[src/hdl/vcht_pkg.sv]
package vcht_pkg;

  // field widths fixed by the item format
  localparam int VERSION_W = 63;
  localparam int SUM_W     = 64;

  // default number of history slots
  localparam int HISTORY_DEPTH_DEF = 4;

  typedef logic [VERSION_W-1:0] version_t;
  typedef logic [SUM_W-1:0]     sum_t;

  // operation codes
  typedef enum logic [1:0] {
    KIND_UPDATE     = 2'd0,
    KIND_LOOKUP     = 2'd1,
    KIND_INVALIDATE = 2'd2,
    KIND_CLEAR      = 2'd3
  } kind_t;

  // result status codes
  typedef enum logic [1:0] {
    STATUS_OK           = 2'd0,
    STATUS_CRC_MISMATCH = 2'd1,
    STATUS_NOT_FOUND    = 2'd2
  } status_t;

endpackage

[src/hdl/version_checksum_history_table.sv]
// Version checksum history table. An item (kind, version, crc_value,
// row_sum_value) is taken at a clock edge with start high and busy low; busy
// is low whenever rst is low, so an item may be issued in every cycle. Each
// item gives exactly one result via the input and result registers: done is
// high for one cycle with status, row_sum_warning and found_row_sum. The
// receiver cannot stall, so results must be captured in the cycle done is
// high. Every item is worked combinationally between the input register and
// the result register, comparing all HISTORY_DEPTH slots in parallel, and the
// slots are written at the same edge, so the next item already sees them.
module version_checksum_history_table #(
  parameter int HISTORY_DEPTH = vcht_pkg::HISTORY_DEPTH_DEF
) (
  input  logic                          clk,
  input  logic                          rst,
  input  logic                          start,
  output logic                          busy,
  input  logic [1:0]                    kind,
  input  logic [vcht_pkg::VERSION_W-1:0] version,
  input  logic [vcht_pkg::SUM_W-1:0]    crc_value,
  input  logic [vcht_pkg::SUM_W-1:0]    row_sum_value,
  output logic                          done,
  output logic [1:0]                    status,
  output logic                          row_sum_warning,
  output logic [vcht_pkg::SUM_W-1:0]    found_row_sum
);

  localparam int N = HISTORY_DEPTH;

  // input register
  logic              valid_q;
  vcht_pkg::kind_t   kind_q;
  vcht_pkg::version_t ver_q;
  vcht_pkg::sum_t    crc_q;
  vcht_pkg::sum_t    row_q;

  // slot store
  vcht_pkg::version_t slot_version [N];
  vcht_pkg::sum_t     slot_crc     [N];
  vcht_pkg::sum_t     slot_row_sum [N];

  vcht_pkg::version_t slot_version_next [N];
  vcht_pkg::sum_t     slot_crc_next     [N];
  vcht_pkg::sum_t     slot_row_sum_next [N];

  // per-slot compare results
  logic [N-1:0] match;
  logic [N-1:0] ver_above;
  logic [N-1:0] is_min;
  logic [N-1:0] first_min;
  logic         any_match;
  logic         take_min_slot;

  vcht_pkg::status_t status_next;
  logic              warning_next;
  vcht_pkg::sum_t    found_next;

  assign busy = rst;

  // capture the item
  always_ff @(posedge clk) begin
    if (rst) begin
      valid_q <= 1'b0;
    end else begin
      valid_q <= start;
    end
    kind_q <= vcht_pkg::kind_t'(kind);
    ver_q  <= version;
    crc_q  <= crc_value;
    row_q  <= row_sum_value;
  end

  // compare the item version against every slot, and each slot against the rest
  always_comb begin
    for (int i = 0; i < N; i++) begin
      match[i]     = (slot_version[i] == ver_q);
      ver_above[i] = (ver_q > slot_version[i]);
      is_min[i]    = 1'b1;
      for (int j = 0; j < N; j++) begin
        if (slot_version[i] > slot_version[j]) begin
          is_min[i] = 1'b0;
        end
      end
    end
  end

  // lowest-numbered slot holding the smallest version
  assign first_min = is_min & (~is_min + {{(N-1){1'b0}}, 1'b1});

  assign any_match = |match;
  // newer than every slot, or unknown and newer than the oldest
  assign take_min_slot = !any_match && (|ver_above);

  // next slot contents and the result
  always_comb begin
    status_next  = vcht_pkg::STATUS_OK;
    warning_next = 1'b0;
    found_next   = '0;
    for (int i = 0; i < N; i++) begin
      slot_version_next[i] = slot_version[i];
      slot_crc_next[i]     = slot_crc[i];
      slot_row_sum_next[i] = slot_row_sum[i];
    end
    unique case (kind_q)
      vcht_pkg::KIND_UPDATE: begin
        for (int i = 0; i < N; i++) begin
          if (take_min_slot && first_min[i]) begin
            slot_version_next[i] = ver_q;
            slot_crc_next[i]     = crc_q;
            slot_row_sum_next[i] = row_q;
          end else if (match[i]) begin
            if (slot_crc[i] == '0) begin
              slot_crc_next[i]     = crc_q;
              slot_row_sum_next[i] = row_q;
            end else begin
              if (crc_q != '0 && crc_q != slot_crc[i]) begin
                status_next = vcht_pkg::STATUS_CRC_MISMATCH;
              end
              if (row_q != '0 && row_q != slot_row_sum[i]) begin
                warning_next = 1'b1;
              end
            end
          end
        end
      end
      vcht_pkg::KIND_LOOKUP: begin
        // later slots take precedence
        for (int i = 0; i < N; i++) begin
          if (match[i]) begin
            found_next = slot_row_sum[i];
          end
        end
        if (!any_match) begin
          status_next = vcht_pkg::STATUS_NOT_FOUND;
        end
      end
      vcht_pkg::KIND_INVALIDATE: begin
        for (int i = 0; i < N; i++) begin
          if (match[i]) begin
            slot_crc_next[i]     = '0;
            slot_row_sum_next[i] = '0;
          end
        end
      end
      vcht_pkg::KIND_CLEAR: begin
        for (int i = 0; i < N; i++) begin
          slot_version_next[i] = '0;
          slot_crc_next[i]     = '0;
          slot_row_sum_next[i] = '0;
        end
      end
      default: begin
      end
    endcase
  end

  // slot store update
  always_ff @(posedge clk) begin
    if (rst) begin
      for (int i = 0; i < N; i++) begin
        slot_version[i] <= '0;
        slot_crc[i]     <= '0;
        slot_row_sum[i] <= '0;
      end
    end else if (valid_q) begin
      for (int i = 0; i < N; i++) begin
        slot_version[i] <= slot_version_next[i];
        slot_crc[i]     <= slot_crc_next[i];
        slot_row_sum[i] <= slot_row_sum_next[i];
      end
    end
  end

  // result register
  always_ff @(posedge clk) begin
    if (rst) begin
      done <= 1'b0;
    end else begin
      done <= valid_q;
    end
    status          <= status_next;
    row_sum_warning <= warning_next;
    found_row_sum   <= found_next;
  end

endmodule

[config.mk]
export PLATFORM = sky130hd
export DESIGN_NAME = version_checksum_history_table
export DESIGN_NICKNAME = d
export VERILOG_FILES = /design/src/hdl/vcht_pkg.sv /design/src/hdl/version_checksum_history_table.sv
export SDC_FILE = /design/constraint.sdc
export NUM_CORES = 2
export LEC_CHECK = 0
export BUFFER_PORTS_ARGS = -buffer_cell sky130_fd_sc_hd__buf_2
export CAP_MARGIN = 20
export CORE_ASPECT_RATIO = 1.1
export CORE_MARGIN = 2
export CORE_UTILIZATION = 60
export CTS_CLUSTER_SIZE = 24
export DETAILED_ROUTE_END_ITERATION = 10
export GPL_TIMING_DRIVEN = 0
export HOLD_SLACK_MARGIN = 0.1
export MAX_ROUTING_LAYER = met4
export PLACE_DENSITY = 0.88
export SLEW_MARGIN = 20
export SYNTH_ARGS = -nofsm -noshare
export SYNTH_HDL_FRONTEND = slang
export SYNTH_SLANG_ARGS = --single-unit
[constraint.sdc]
create_clock -name clk -period 20.6 [get_ports clk]
set_input_delay 4.12 -clock clk [delete_from_list [all_inputs] [get_ports clk]]
set_output_delay 4.12 -clock clk [all_outputs]
set_load 0.05 [all_outputs]
---- Yosys cells after proc, flatten, opt, wreduce, memory -nomap -nowiden ----
Memories as Yosys holds them, arrays and structs flattened.
Index checks and enable logic that the tools add are counted.
operators by class
  add/subtract/negate cells ............... 1
  magnitude comparators ................... 20
  eq/ne operators ......................... 15
  mux-type cells .......................... 110
  bitwise gates (word level) .............. 14
  reduce and logical (&&, ||, !) cells .... 23
operator list
  operator             count
  $mux 64              44
  $pmux 256 s3         2
  $gt 63x63->1         20
  $ne 64x64->1         8
  $mux 63              8
  $pmux 252 s2         1
  $logic_not 64->1     4
  $eq 63x63->1         4
  $reduce_bool 64->1   2
  $mux 1               41
  $mux 2               13
  $logic_and 1x1->1    13
  $or 1x1->1           12
  $reduce_or 4->1      2
  $add 4x1->4 const B  1
  $and 4x4->4          1
  $eq 2x2->1 const B   2
  $not 4->4            1
  $pmux 2 s2           1
  $eq 2x1->1 const B   1
  $logic_not 2->1      1
  $logic_not 1->1      1
word-level totals
  flip-flop bits (word level) ............. 262
  RAM bits ................................ 764
  word-level logic and storage cells ...... 195
  memories kept ........................... 3
memories
  name          depth  bits a word  read ports  clocked after memory_dff  write ports  RTL line                              text
  slot_crc      4      64           4           0                         4            version_checksum_history_table.sv:38  vcht_pkg::sum_t slot_crc [N];
  slot_row_sum  4      64           4           0                         4            version_checksum_history_table.sv:39  vcht_pkg::sum_t slot_row_sum [N];
  slot_version  4      63           4           0                         4            version_checksum_history_table.sv:37  vcht_pkg::version_t slot_version [N];

---- Longest topological paths before layout ----
An unclocked memory read counts as a cell.
  depth in word-level cells ............... 24
  mapped depth ............................ 13

---- Worst setup path before layout ----
Ideal clock, no wire load.
  path kind ............................... input to register
  from .................................... input rst
  to ...................................... memory slot_crc[1][0] in the netlist's numbering (enable)
  setup time .............................. 0.808 ns
  arrival time ............................ 14.087 ns
  path slack .............................. 5.705 ns
  stages on the path ...................... 3
  path buffers ............................ 0
  cell sequence ........................... a21oi_1 > or3_1 > o32ai_1
RTL lines
  element             RTL line                              text
  start: declaration  version_checksum_history_table.sv:14  input logic rst,
  end: declaration    version_checksum_history_table.sv:38

---- Worst setup path after layout ----
  from .................................... input rst
  to ...................................... output busy
RTL lines
  element           RTL line                              text
  end: declaration  version_checksum_history_table.sv:16  output logic busy,
No word-level cell between the ends.

==> impl_results.md <==
- Final WL: 177000 microns
- Design Power: around 5.2 mW
- Post-CTS Hold Fix Bufs: 0
- Commonest cells after routing, fill and taps aside: edfxtp_1 (764), ha_1 (630), xnor2_1 (512)
- Mapped Cells: between 4000 and 5000
- Remaining antenna violation count after routing: 0
- Slew HR: 12.4%
- RSZ-0062 raised after global routing: no
- H-Tree Depth: 3
- IO Count: 265
- Asr flop ratio synth: 0%
- Vias in the first global route: 40996
- Hold Fails Final Rpt: 0
- Nets: between 6000 and 7000
- Period minus WS final: 8900 ps
- Delay-heaviest family, CP: buffers and inverters
- Fin util: 68.5%
- Max-slew violation count: 0
- Area growth from synthesis to layout: 13.7%
- Largest net degree at the start of global routing: 19
- Mapped Nets: 5658
- Row cnt: 116
- Clk Latency, worst-skew pair: 720 ps
- DRC Markers: 0
- Comb pwr share: 13.6%
- HPWL Detailed: 137000 microns
- PD cells: 82.9 nW/um^2
- Setup Skew: 36.2 ps
- Status: finished, final reports clean
- Setup crit end kind: primary output
- Setup repair bufs after CTS: 0
- Fmax: 112 MHz
- Register area share after synthesis: 51.6%
- Flops & latches, synth: 1026
- Ys Warns: 0
- Post-CTS resize count: 0
- Slowest-stage cell, CP: buf_2
- Worst path max stage delay: around 260 ps
- Synth Flop Type: edfxtp_1
- GRT overflow: 0
- Setup CP Type: primary input to primary output
- Clock tree buffer depth: 3
- Worst Tran Pin Value: 1300 ps
- Psw: between 1 and 1.5 mW
- Highest ir drop seen on vdd: 0.000109 V
- Clock power frac: 38.6%
- Sink Count: 1026
- Hold crit path type: flop to flop
- Sum of buffers and inverters on the critical path: 3
- DRT iter0 DRCs: 5234
- Hold Path Origin: slot_row_sum[3][25]$_SDFFCE_PN0P_
- Worst setup SP type: primary input
- Port Buf Inserts: 264
- All-Layer GR Usage: 38.5%
- Global-route wire length before repair: 259000 microns
- Internal power: 3.74 mW
- Final Cycle Share: 43.2%
- Pre-antenna DRT Iters: 8
- Reg2reg start: ver_q[61]$_DFF_P_
- Wire per inst: approximately 27 microns
- Mapped Area: 54700 sq um
- Yosys cell types: 79
- Clock-pin slew on the worst setup and hold paths: 70 ps
- Die ar.: 93600 sq um
- Avg Inst Size Synth: 11.3 sq um
- CP Cell Sequence: buf_2 -> buf_4 -> buf_2
- Initial antenna violation count: 6
- Final setup vio count: 0
- Cell mode on critical path: buf_2
- Post-synth EDFFs: 764
- Root Buffer: clkbuf_16
- Via count: between 40000 and 50000
- WP data required: 16480 ps
- Register share of total power: 47.8%
- Crit path DAT: around 4800 ps
- Core footprint: 90700 sq um
- Switching part of the total: 27.5%
- Width of the die: around 300 microns
- TritonCTS Buffers: 103
- Vias per cell: approximately 6.4
- Critical Path Source: rst
- Leak Pwr: 24.4 nW
- Share of post-route cells with drive strength above 1: 10.5%
- Initial Util: 60.3%
- Most common cell after layout, fill and taps aside: edfxtp_1
- RePlAce Congestion: 1.08
- Total of max-cap violations: 0
- CTS tree: built
- Layout fillers: ~6400
- Die Span Y: 321 microns
- Crit Path Max Fanout: 7
==> cell families after synthesis <==
group / Yosys count / synth area share (%)
AO/OA/AOI/OAI: 709 / 7.47
XOR/XNOR: 512 / 8.20
flip-flops: 1026 / 51.6
AND/OR/NAND/NOR: 1456 / 14.9
adder cells (fa/ha/maj): 630 / 14.4
buffers and inverters: 499 / 3.46
==> stage by stage <==
| step | cell area [sq um] | cells | hold WS, ps | setup WS (ps) | setup TNS (ps) |
|---|---|---|---|---|---|
| after floorplan | 54700 | 4832 | 519 | 5710 | 0 |
| after global placement | 57500 | 6276 | 538 | -1640 | -388480 |
| after detailed placement | 58500 | 6340 | 544 | 11730 | 0 |
| after CTS | 62100 | 6536 | 572 | 11730 | 0 |
| after global routing | 62200 | 6541 | 605 | 11680 | 0 |
| final | 62200 | 6541 | 569 | 11700 | 0 |
==> cell usage after synthesis, types with 30 or more instances <==
cell,count,area share (%)
edfxtp_1,764,42
ha_1,630,14
xnor2_1,512,8.2
and2_1,383,4.4
a21oi_1,376,3.4
nand2_1,339,2.3
nand4_1,276,3.2
inv_1,272,1.9
dfxtp_1,262,9.6
clkbuf_1,210,1.4
nor4_1,155,1.8
o21ai_0,112,1.0
nand3_1,70,0.64
and3_1,67,0.77
nor2_1,59,0.41
o21ai_1,50,0.46
a21o_1,43,0.59
a211oi_1,33,0.45
nor3_1,30,0.27
==> power groups by stage <==
stage	clock [mW]	sequential (mW)	combinational, mW
CTS	1.99	2.46	0.681
floorplan	0	2.49	0.414
finish	1.99	2.46	0.702
global placement	0	2.55	0.624
detailed placement	0	2.50	0.675
global route	2.08	2.47	0.751
==> cell type report <==
| class | instances | area [sq um] | share of cell area, % |
|---|---|---|---|
| antenna | 5 | 12.5 | 0.0201 |
| buffer | 227 | 870 | 1.40 |
| clock buffer | 132 | 3030 | 4.87 |
| clock inverter | 64 | 594 | 0.956 |
| inverter | 272 | 1020 | 1.64 |
| multi-input combinational | 3307 | 24700 | 39.8 |
| sequential | 1026 | 28200 | 45.3 |
| tap | 1180 | 1480 | 2.38 |
| timing repair buffer | 328 | 2230 | 3.59 |
==> worst paths after layout <==
check | to | slack, ps | cells past startpoint
hold reg to reg | found_row_sum[25]$_SDFF_PN0_ | 570 | 2
setup reg to reg | slot_row_sum[1][41]$_DFFE_PP_ | 15030 | 14
hold / removal | found_row_sum[25]$_SDFF_PN0_ | 570 | 2
setup / recovery | busy | 11700 | 3
==> worst reg2reg max path, stage by stage (launching register included) <==
cell and delay, ps:
dfxtp_1 590, ha_1 260, nand4_1 160, nor4_2 810, nand4_1 440, nor2b_2 380
clkbuf_1 700, buf_2 390, o21ai_0 150, and3_1 240, o32ai_4 270, buf_6 240
buf_6 230, buf_6 210, buf_6 230
==> state kept, by name, indices dropped and copies added, names as in the netlist <==
register and count:
slot_row_sum 256, slot_version 252, status 2, row_q 64
valid_q 1, done 1, found_row_sum 64, slot_crc 256
kind_q 2, ver_q 63, row_sum_warning 1, crc_q 64
==> layer usage <==
| metal | vias to the layer above | wire [microns] | global-route usage [%] |
|---|---|---|---|
| li1 | 18548 | - | - |
| met1 | 20000 | 64600 | 46.8 |
| met5 | - | 0 | - |
| met3 | 575 | 19300 | 8.63 |
| met4 | 0 | 11900 | 21.4 |
| met2 | 2780 | 81100 | 59.8 |
Note: power is estimated with default switching activity, not from simulation.
